`config.mk`:
```
export PLATFORM = sky130hd
export DESIGN_NAME = rc_bandpass_cascade
export DESIGN_NICKNAME = d
export VERILOG_FILES = /design/src/rtl/rcbp_pkg.sv /design/src/rtl/rc_bandpass_cascade.sv
export SDC_FILE = /design/constraint.sdc
export NUM_CORES = 1
export LEC_CHECK = 0
export ABC_AREA = 1
export BUFFER_PORTS_ARGS = -buffer_cell sky130_fd_sc_hd__buf_2
export CAP_MARGIN = 20
export CORE_MARGIN = 2
export CORE_UTILIZATION = 40
export DETAILED_ROUTE_END_ITERATION = 12
export PLACE_DENSITY = 0.52
export SLEW_MARGIN = 25
export SYNTH_ARGS = -nofsm -noshare
export SYNTH_HDL_FRONTEND = slang
export SYNTH_SLANG_ARGS = --single-unit
```
`constraint.sdc`:
```
create_clock -name clk -period 5.51 [get_ports clk]
set_input_delay 0.551 -clock clk [delete_from_list [all_inputs] [get_ports clk]]
set_output_delay 0.551 -clock clk [all_outputs]
set_load 0.01 [all_outputs]
```
`src/rtl/rcbp_pkg.sv`:
```
// ----------------------------------------------------------------------------
// rcbp_pkg
// Shared widths, register codes and helpers for the RC band-pass cascade.
// ----------------------------------------------------------------------------
`default_nettype none

package rcbp_pkg;

  localparam int MAX_SECTIONS = 8;
  localparam int SEC_IDX_W    = (MAX_SECTIONS > 1) ? $clog2(MAX_SECTIONS) : 1;

  localparam int SAMPLE_W   = 16;
  localparam int COEF_W     = 16;
  localparam int SECTIONS_W = 4;
  localparam int VAL_W      = 24;            // section values, signed Q4.20
  localparam int MUL_W      = VAL_W + 2;     // serial multiplicand
  localparam int ACC_W      = MUL_W + 2;     // serial adder width
  localparam int PART_W     = ACC_W - 1;     // running partial product
  localparam int CNT_W      = $clog2(COEF_W);
  localparam int OUT_SHIFT  = 5;             // Q4.20 -> Q1.15
  localparam int RND_W      = VAL_W + 1;
  localparam int QUOT_W     = RND_W - OUT_SHIFT;

  localparam int DATA_W     = 32;
  localparam int ADDR_W     = 4;

  localparam logic [COEF_W-1:0]     LP_COEFF_RST = 16'd11816;
  localparam logic [COEF_W-1:0]     HP_COEFF_RST = 16'd63538;
  localparam logic [SECTIONS_W-1:0] SECTIONS_RST = 4'd4;

  // register indexes (byte address / 4)
  localparam logic [1:0] REG_LP_COEFF = 2'd0;
  localparam logic [1:0] REG_HP_COEFF = 2'd1;
  localparam logic [1:0] REG_SECTIONS = 2'd2;

  typedef logic signed [VAL_W-1:0] val_t;

  // saturate a wide signed sum to the section value range
  function automatic val_t sat_val(input logic signed [ACC_W-1:0] v);
    val_t r;
    if (&v[ACC_W-1:VAL_W-1] || ~|v[ACC_W-1:VAL_W-1]) begin
      r = v[VAL_W-1:0];
    end else if (v[ACC_W-1]) begin
      r = {1'b1, {(VAL_W-1){1'b0}}};
    end else begin
      r = {1'b0, {(VAL_W-1){1'b1}}};
    end
    return r;
  endfunction

endpackage

`default_nettype wire

```
`src/rtl/rc_bandpass_cascade.sv`:
```
// Each active section runs LP load, multiply, finish, then HP load, multiply, finish;
// ST_OUT registers the result once the output is free. One request at a time.
// A new request is taken while a finished result still waits in the output register.
// Each coefficient multiply is bit-serial, one coefficient bit per cycle over a 28-bit
// adder through all 16 coefficient bits, two multiplies per section.
// Reset: coefficients and section count return to their defaults, section state clears.
// ----------------------------------------------------------------------------
// rc_bandpass_cascade
// Cascade of first-order RC low-pass / high-pass sections with APB config port.
// ----------------------------------------------------------------------------
`default_nettype none

module rc_bandpass_cascade (
  input  wire logic                                clk,
  input  wire logic                                rst_n,
  // input channel
  input  wire logic                                in_valid,
  output logic                                     in_stall,
  input  wire logic signed [rcbp_pkg::SAMPLE_W-1:0] in_sample,
  input  wire logic                                in_restart,
  // result channel
  output logic                                     out_valid,
  input  wire logic                                out_stall,
  output logic signed [rcbp_pkg::SAMPLE_W-1:0]     out_filtered,
  output logic                                     out_clipped,
  // configuration
  input  wire logic                                psel,
  input  wire logic                                penable,
  input  wire logic                                pwrite,
  input  wire logic [rcbp_pkg::ADDR_W-1:0]         paddr,
  input  wire logic [rcbp_pkg::DATA_W-1:0]         pwdata,
  output logic [rcbp_pkg::DATA_W-1:0]              prdata,
  output logic                                     pready
);

  localparam logic [2:0] ST_IDLE    = 3'd0;
  localparam logic [2:0] ST_LP_LOAD = 3'd1;
  localparam logic [2:0] ST_LP_MUL  = 3'd2;
  localparam logic [2:0] ST_LP_FIN  = 3'd3;
  localparam logic [2:0] ST_HP_LOAD = 3'd4;
  localparam logic [2:0] ST_HP_MUL  = 3'd5;
  localparam logic [2:0] ST_HP_FIN  = 3'd6;
  localparam logic [2:0] ST_OUT     = 3'd7;

  localparam int IDX_W = rcbp_pkg::SEC_IDX_W;

  // configuration registers
  logic [rcbp_pkg::COEF_W-1:0]     lp_coeff_r;
  logic [rcbp_pkg::COEF_W-1:0]     hp_coeff_r;
  logic [rcbp_pkg::SECTIONS_W-1:0] sections_r;

  // section state
  rcbp_pkg::val_t lp_mem_r [rcbp_pkg::MAX_SECTIONS];
  rcbp_pkg::val_t hp_mem_r [rcbp_pkg::MAX_SECTIONS];

  // control
  logic [2:0]                  state_r, state_nxt;
  logic [IDX_W-1:0]            sec_r, sec_nxt;
  logic [IDX_W-1:0]            last_r, last_nxt;
  logic [rcbp_pkg::CNT_W-1:0]  cnt_r, cnt_nxt;
  logic                        out_valid_r, out_valid_nxt;

  // datapath
  rcbp_pkg::val_t                      x_r, x_nxt;
  rcbp_pkg::val_t                      y_r, y_nxt;
  logic signed [rcbp_pkg::MUL_W-1:0]   d_r, d_nxt;
  logic signed [rcbp_pkg::PART_W-1:0]  p_r, p_nxt;
  logic                                rbit_r, rbit_nxt;
  logic [rcbp_pkg::COEF_W-1:0]         coef_r, coef_nxt;
  logic signed [rcbp_pkg::SAMPLE_W-1:0] filt_r, filt_nxt;
  logic                                clip_r, clip_nxt;

  logic                                in_acc;
  logic                                out_free;
  logic                                cfg_wr;
  logic [1:0]                          reg_idx;
  rcbp_pkg::val_t                      yprev;
  rcbp_pkg::val_t                      zprev;
  logic signed [rcbp_pkg::ACC_W-1:0]   addend;
  logic signed [rcbp_pkg::ACC_W-1:0]   step_sum;
  logic signed [rcbp_pkg::ACC_W-1:0]   lp_sum;
  logic signed [rcbp_pkg::ACC_W-1:0]   hp_sum;
  logic signed [rcbp_pkg::ACC_W-1:0]   rnd_bit;
  logic signed [rcbp_pkg::RND_W-1:0]   out_rnd;
  logic signed [rcbp_pkg::QUOT_W-1:0]  out_q;
  logic [rcbp_pkg::SECTIONS_W:0]       sec_cnt_ext;
  logic                                mem_wr;
  logic                                clr_mem;

  assign in_stall  = (state_r != ST_IDLE);
  assign in_acc    = in_valid && !in_stall;
  assign out_free  = !out_valid_r || !out_stall;
  assign out_valid = out_valid_r;
  assign out_filtered = filt_r;
  assign out_clipped  = clip_r;

  assign pready  = 1'b1;
  assign cfg_wr  = psel && penable && pwrite;
  assign reg_idx = paddr[rcbp_pkg::ADDR_W-1:2];

  assign yprev = lp_mem_r[sec_r];
  assign zprev = hp_mem_r[sec_r];

  // one coefficient bit per cycle, LSB first; partial product shifts right
  assign addend   = coef_r[0] ? rcbp_pkg::ACC_W'(d_r) : '0;
  assign step_sum = rcbp_pkg::ACC_W'(p_r) + addend;
  // last bit shifted out is bit 15 of the full product: half-up rounding
  assign rnd_bit  = rcbp_pkg::ACC_W'($signed({1'b0, rbit_r}));
  assign lp_sum   = rcbp_pkg::ACC_W'(yprev) + rcbp_pkg::ACC_W'(p_r) + rnd_bit;
  assign hp_sum   = rcbp_pkg::ACC_W'(p_r) + rnd_bit;

  assign out_rnd  = rcbp_pkg::RND_W'(x_r)
                  + (rcbp_pkg::RND_W'(1) << (rcbp_pkg::OUT_SHIFT - 1));
  assign out_q    = out_rnd[rcbp_pkg::RND_W-1:rcbp_pkg::OUT_SHIFT];

  assign sec_cnt_ext = {1'b0, sections_r};
  assign mem_wr  = (state_r == ST_HP_FIN);
  assign clr_mem = in_acc && in_restart;

  always_comb begin
    state_nxt     = state_r;
    sec_nxt       = sec_r;
    last_nxt      = last_r;
    cnt_nxt       = cnt_r;
    out_valid_nxt = out_valid_r;
    x_nxt         = x_r;
    y_nxt         = y_r;
    d_nxt         = d_r;
    p_nxt         = p_r;
    rbit_nxt      = rbit_r;
    coef_nxt      = coef_r;
    filt_nxt      = filt_r;
    clip_nxt      = clip_r;

    if (out_valid_r && !out_stall) begin
      out_valid_nxt = 1'b0;
    end

    unique case (state_r)
      ST_IDLE: begin
        if (in_acc) begin
          x_nxt   = rcbp_pkg::VAL_W'($signed({in_sample, {rcbp_pkg::OUT_SHIFT{1'b0}}}));
          sec_nxt = '0;
          // count of zero runs one section, anything above the maximum runs all
          if (sections_r == '0) begin
            last_nxt = '0;
          end else if (sec_cnt_ext > (rcbp_pkg::SECTIONS_W+1)'(rcbp_pkg::MAX_SECTIONS)) begin
            last_nxt = IDX_W'(rcbp_pkg::MAX_SECTIONS - 1);
          end else begin
            last_nxt = IDX_W'(sections_r - 1'b1);
          end
          state_nxt = ST_LP_LOAD;
        end
      end
      ST_LP_LOAD: begin
        // y = y' + a*(x - y') / 2^16
        d_nxt     = rcbp_pkg::MUL_W'(x_r) - rcbp_pkg::MUL_W'(yprev);
        coef_nxt  = lp_coeff_r;
        p_nxt     = '0;
        cnt_nxt   = '0;
        state_nxt = ST_LP_MUL;
      end
      ST_LP_MUL, ST_HP_MUL: begin
        p_nxt    = step_sum[rcbp_pkg::ACC_W-1:1];
        rbit_nxt = step_sum[0];
        coef_nxt = coef_r >> 1;
        cnt_nxt  = cnt_r + 1'b1;
        if (cnt_r == rcbp_pkg::CNT_W'(rcbp_pkg::COEF_W - 1)) begin
          state_nxt = (state_r == ST_LP_MUL) ? ST_LP_FIN : ST_HP_FIN;
        end
      end
      ST_LP_FIN: begin
        y_nxt     = rcbp_pkg::sat_val(lp_sum);
        state_nxt = ST_HP_LOAD;
      end
      ST_HP_LOAD: begin
        // z = b*(z' + y - y') / 2^16
        d_nxt     = rcbp_pkg::MUL_W'(zprev) + rcbp_pkg::MUL_W'(y_r)
                  - rcbp_pkg::MUL_W'(yprev);
        coef_nxt  = hp_coeff_r;
        p_nxt     = '0;
        cnt_nxt   = '0;
        state_nxt = ST_HP_MUL;
      end
      ST_HP_FIN: begin
        x_nxt = rcbp_pkg::sat_val(hp_sum);
        if (sec_r == last_r) begin
          state_nxt = ST_OUT;
        end else begin
          sec_nxt   = sec_r + 1'b1;
          state_nxt = ST_LP_LOAD;
        end
      end
      ST_OUT: begin
        if (out_free) begin
          if (&out_q[rcbp_pkg::QUOT_W-1:rcbp_pkg::SAMPLE_W-1]
              || ~|out_q[rcbp_pkg::QUOT_W-1:rcbp_pkg::SAMPLE_W-1]) begin
            filt_nxt = out_q[rcbp_pkg::SAMPLE_W-1:0];
            clip_nxt = 1'b0;
          end else begin
            filt_nxt = out_q[rcbp_pkg::QUOT_W-1]
                     ? {1'b1, {(rcbp_pkg::SAMPLE_W-1){1'b0}}}
                     : {1'b0, {(rcbp_pkg::SAMPLE_W-1){1'b1}}};
            clip_nxt = 1'b1;
          end
          out_valid_nxt = 1'b1;
          state_nxt     = ST_IDLE;
        end
      end
      default: begin
        state_nxt = ST_IDLE;
      end
    endcase
  end

  always_ff @(posedge clk) begin
    if (!rst_n) begin
      state_r     <= ST_IDLE;
      out_valid_r <= 1'b0;
      sec_r       <= '0;
      last_r      <= '0;
      cnt_r       <= '0;
    end else begin
      state_r     <= state_nxt;
      out_valid_r <= out_valid_nxt;
      sec_r       <= sec_nxt;
      last_r      <= last_nxt;
      cnt_r       <= cnt_nxt;
    end
  end

  always_ff @(posedge clk) begin
    x_r    <= x_nxt;
    y_r    <= y_nxt;
    d_r    <= d_nxt;
    p_r    <= p_nxt;
    rbit_r <= rbit_nxt;
    coef_r <= coef_nxt;
    filt_r <= filt_nxt;
    clip_r <= clip_nxt;
  end

  // section state: cleared by reset or a restart request, written at section end
  always_ff @(posedge clk) begin
    if (!rst_n || clr_mem) begin
      for (int i = 0; i < rcbp_pkg::MAX_SECTIONS; i++) begin
        lp_mem_r[i] <= '0;
        hp_mem_r[i] <= '0;
      end
    end else if (mem_wr) begin
      lp_mem_r[sec_r] <= y_r;
      hp_mem_r[sec_r] <= x_nxt;
    end
  end

  always_ff @(posedge clk) begin
    if (!rst_n) begin
      lp_coeff_r <= rcbp_pkg::LP_COEFF_RST;
      hp_coeff_r <= rcbp_pkg::HP_COEFF_RST;
      sections_r <= rcbp_pkg::SECTIONS_RST;
    end else if (cfg_wr) begin
      unique case (reg_idx)
        rcbp_pkg::REG_LP_COEFF: lp_coeff_r <= pwdata[rcbp_pkg::COEF_W-1:0];
        rcbp_pkg::REG_HP_COEFF: hp_coeff_r <= pwdata[rcbp_pkg::COEF_W-1:0];
        rcbp_pkg::REG_SECTIONS: sections_r <= pwdata[rcbp_pkg::SECTIONS_W-1:0];
        default: ;
      endcase
    end
  end

  always_comb begin
    unique case (reg_idx)
      rcbp_pkg::REG_LP_COEFF: prdata = rcbp_pkg::DATA_W'(lp_coeff_r);
      rcbp_pkg::REG_HP_COEFF: prdata = rcbp_pkg::DATA_W'(hp_coeff_r);
      rcbp_pkg::REG_SECTIONS: prdata = rcbp_pkg::DATA_W'(sections_r);
      default:                prdata = '0;
    endcase
  end

  // ---------------------------------------------------------------------------
  // assertions
  // ---------------------------------------------------------------------------
  a_sec_in_range: assert property (@(posedge clk) disable iff (!rst_n)
    (state_r != ST_IDLE) |-> (sec_r <= last_r))
    else $error("section index beyond last active section");

  a_accept_starts: assert property (@(posedge clk) disable iff (!rst_n)
    in_acc |=> (state_r == ST_LP_LOAD))
    else $error("accepted request did not start the first section");

  a_out_from_final: assert property (@(posedge clk) disable iff (!rst_n)
    (out_valid_r && !$past(out_valid_r)) |-> ($past(state_r) == ST_OUT))
    else $error("result presented without finishing the cascade");

  a_restart_clears: assert property (@(posedge clk) disable iff (!rst_n)
    clr_mem |=> (lp_mem_r[0] == '0 && hp_mem_r[0] == '0))
    else $error("restart did not clear section state");

  a_clip_extreme: assert property (@(posedge clk) disable iff (!rst_n)
    (out_valid_r && out_clipped) |->
      (out_filtered == {1'b0, {(rcbp_pkg::SAMPLE_W-1){1'b1}}}
       || out_filtered == {1'b1, {(rcbp_pkg::SAMPLE_W-1){1'b0}}}))
    else $error("clipped flag set on a value inside the range");

endmodule

`default_nettype wire
```
==> flow_metrics.env <==
export IMPL_synthArstFlopShare_pct=0
export IMPL_yosysSeqAreaShare_pct=50.2
export IMPL_worst_path_max_fanout=39
export IMPL_routed_via_density=5.31
export IMPL_initial_utilization_pct=40.5
export IMPL_grtUsageMet1_pct=34.4
export IMPL_cts_tree="built"
export IMPL_die_x_um=290
export IMPL_num_io_pins=112
export IMPL_grt_pass1_vias=25500
export IMPL_yosysWarningCount=0
export IMPL_dpl_cell_count=4866
export IMPL_synth_edff_count=495
export IMPL_status="finished, final reports clean"
export IMPL_hold_viol=0
export IMPL_grt_use_total_pct=25.0
export IMPL_ys_seq_elements=572
export IMPL_setup_viol=0
export IMPL_clk_latency_ns=0.63
export IMPL_hp_class="in -> reg"
export IMPL_timing_fmax_ghz=0.209
export IMPL_ys_flop_type="edfxtp_1"
export IMPL_cts_resized=0
export IMPL_nNetsFinal=4073
export IMPL_syn2layout_area_growth_pct=11.6
export IMPL_finalCriticalPeriod_ns=4.78
export IMPL_start_kind="register"
export IMPL_die_h_um=290
export IMPL_cts_buffer_depth=3
export IMPL_setup_tns_ns=0
export IMPL_busiest_layer="met2"
export IMPL_grt_antenna_before_repair=7
export IMPL_max_slew_margin_pct=27.7
export IMPL_drt_initial_drc_count=2267
export IMPL_cts_max_level=3
export IMPL_post_route_util_pct=45.2
export IMPL_cp_required_ns=5.86
export IMPL_fin_skew_ns=0.0365
export IMPL_ys_types=62
export IMPL_grt_max_degree=88
export IMPL_ant_nets=0
export IMPL_row_count=104
export IMPL_syn_area_per_cell_um2=8.59
export IMPL_cts_root_buf="clkbuf_16"
export IMPL_hold_buffers=0
export IMPL_dieArea_mm2=0.0841
export IMPL_grt_pass1_wl_um=159000
export IMPL_cts_sinks=572
export IMPL_fin_cells=4991
export IMPL_port_buffers=76
export IMPL_mostFrequentLayoutCell="nand2_1"
export IMPL_final_cell_mix="nand2_1 (661), nor2_1 (653), edfxtp_1 (495)"
export IMPL_clkTransAtPathRegs_ns=0.06
export IMPL_grt_overflow_total=0
export IMPL_drc=0
export IMPL_syn_inst=3809
export IMPL_postCtsSetupBuffers=0
export IMPL_fin_crit_sh_pct=86.8
export IMPL_slew_viol_final=0
export IMPL_grt_use_met3_pct=3.62
export IMPL_syn_area_mm2=0.0327
export IMPL_dp_hpwl_um=69500
export IMPL_gp_congestion=0.926
export IMPL_drv_cap=0
export IMPL_cp_end_kind="register"
export IMPL_cts_inserted_buffers=68
export IMPL_rsz0062_at_grt="no"
export IMPL_totalWireLength_um=106000
export IMPL_fp_coreArea_mm2=0.0808
export IMPL_use_met2_pct=40.4
export IMPL_drtPass1Iterations=6
export IMPL_worstMarginPinSlew_ns=1.08
export IMPL_crit_type="reg -> reg"
export IMPL_via_count=26500
export IMPL_crit_arrival_ns=5.14
export IMPL_layout_drive_gt1_share_pct=9.85
export IMPL_wl_per_cell_um=21.3
==> metrics by stage <==
stage | hold slack [ns] | setup WS [ns] | area [um2]
2_1_floorplan | 0.440 | 1.12 | 32800
3_3_place_gp | 0.455 | 0.797 | 34300
3_5_place_dp | 0.458 | 0.786 | 34300
4_1_cts | 0.124 | 0.762 | 36500
5_1_grt | 0.142 | 0.344 | 36500
6_report | 0.152 | 0.727 | 36500
==> final timing paths <==
check / startpoint / to / slack (ns) / cells past startpoint
worst max register to register: register / d_r[18]$_DFFE_PN_ / 0.73 / 20
worst min register to register: lp_coeff_r[14]$_SDFFE_PN0P_ / lp_coeff_r[14]$_SDFFE_PN0P_ / 0.47 / 2
worst min-delay path: pwdata[5] / hp_coeff_r[5]$_SDFFE_PN1P_ / 0.15 / 3
worst max-delay path: register / d_r[18]$_DFFE_PN_ / 0.73 / 20
==> layer usage <==
metal	share of wire, %	up-vias
met5	0.046	-
met4	3.5	8
met3	6.7	193
met2	46	885
met1	44	12500
li1	-	12900
==> cells by family after synthesis <==
family | share of synthesized area, %
compound gates | 13.8
simple gates | 20.4
xor+xnor | 1.98
mux | 0.0306
other cells | 0.0230
fa+ha+maj | 5.88
buf+inv | 7.72
flops | 50.2
==> registers in the layout (all words and copies together) (netlist names), 16 cells and up, named ones only <==
name          count
hp_mem_r        192
lp_mem_r        192
p_r              27
d_r              26
x_r              24
y_r              24
coef_r           16
hp_coeff_r       16
lp_coeff_r       16
out_filtered     16
==> layout make-up <==
cell class / count / area [um2]
tap: 1060 / 1330
sequential: 572 / 16400
timing repair buffer: 145 / 986
inverter: 448 / 1690
antenna: 1 / 2.50
multi-input combinational: 2641 / 13900
fill: 7994 / 44300
clock inverter: 33 / 307
clock buffer: 91 / 1860
==> synth_stat cells (5+ instances only) <==
cell type | number | share of area [%]
o21ai_0 | 404 | 6.2
nand3_1 | 98 | 1.5
nor2_4 | 6 | 0.21
a22oi_1 | 15 | 0.34
o221ai_1 | 27 | 0.72
a21oi_1 | 216 | 3.3
o211ai_1 | 11 | 0.25
ha_1 | 109 | 4.2
o21bai_1 | 10 | 0.23
clkbuf_8 | 7 | 0.29
dfxtp_1 | 77 | 4.7
clkbuf_1 | 97 | 1.1
buf_4 | 19 | 0.44
nor4_1 | 5 | 0.096
nand2_1 | 670 | 7.7
clkinv_1 | 24 | 0.28
edfxtp_1 | 495 | 45
buf_6 | 6 | 0.21
inv_1 | 411 | 4.7
nand2_4 | 8 | 0.28
nand2_2 | 25 | 0.48
a21boi_0 | 7 | 0.16
nand4_1 | 28 | 0.54
inv_2 | 12 | 0.14
nor2_1 | 655 | 7.5
o22ai_1 | 73 | 1.4
nor2_2 | 41 | 0.78
buf_1 | 6 | 0.069
fa_1 | 28 | 1.7
buf_2 | 26 | 0.40
xor2_1 | 47 | 1.3
a221oi_1 | 13 | 0.35
a31oi_1 | 8 | 0.15
a21o_1 | 8 | 0.18
nor3_1 | 28 | 0.43
xnor2_1 | 27 | 0.72
or2_2 | 20 | 0.38
==> critical path: stages, from the launching register on <==
cell      delay, ns
dfxtp_4        0.48
inv_6          0.32
o21ai_0        0.12
o22ai_1        0.15
nor2_1         0.06
a31oi_1        0.55
ha_1           0.35
inv_1          0.05
ha_1           0.21
inv_1          0.09
fa_1           0.41
inv_1          0.07
nand2_1        0.04
o21ai_0        0.23
a21boi_0       0.21
o21ai_0        0.42
nand2_1        0.19
nand2_1        0.11
a21oi_1        0.06
o21ai_0        0.22
nand2_1        0.11
Power is not shown: default switching activity piles up to over one toggle a cycle in this logic, so the estimate is an artifact.
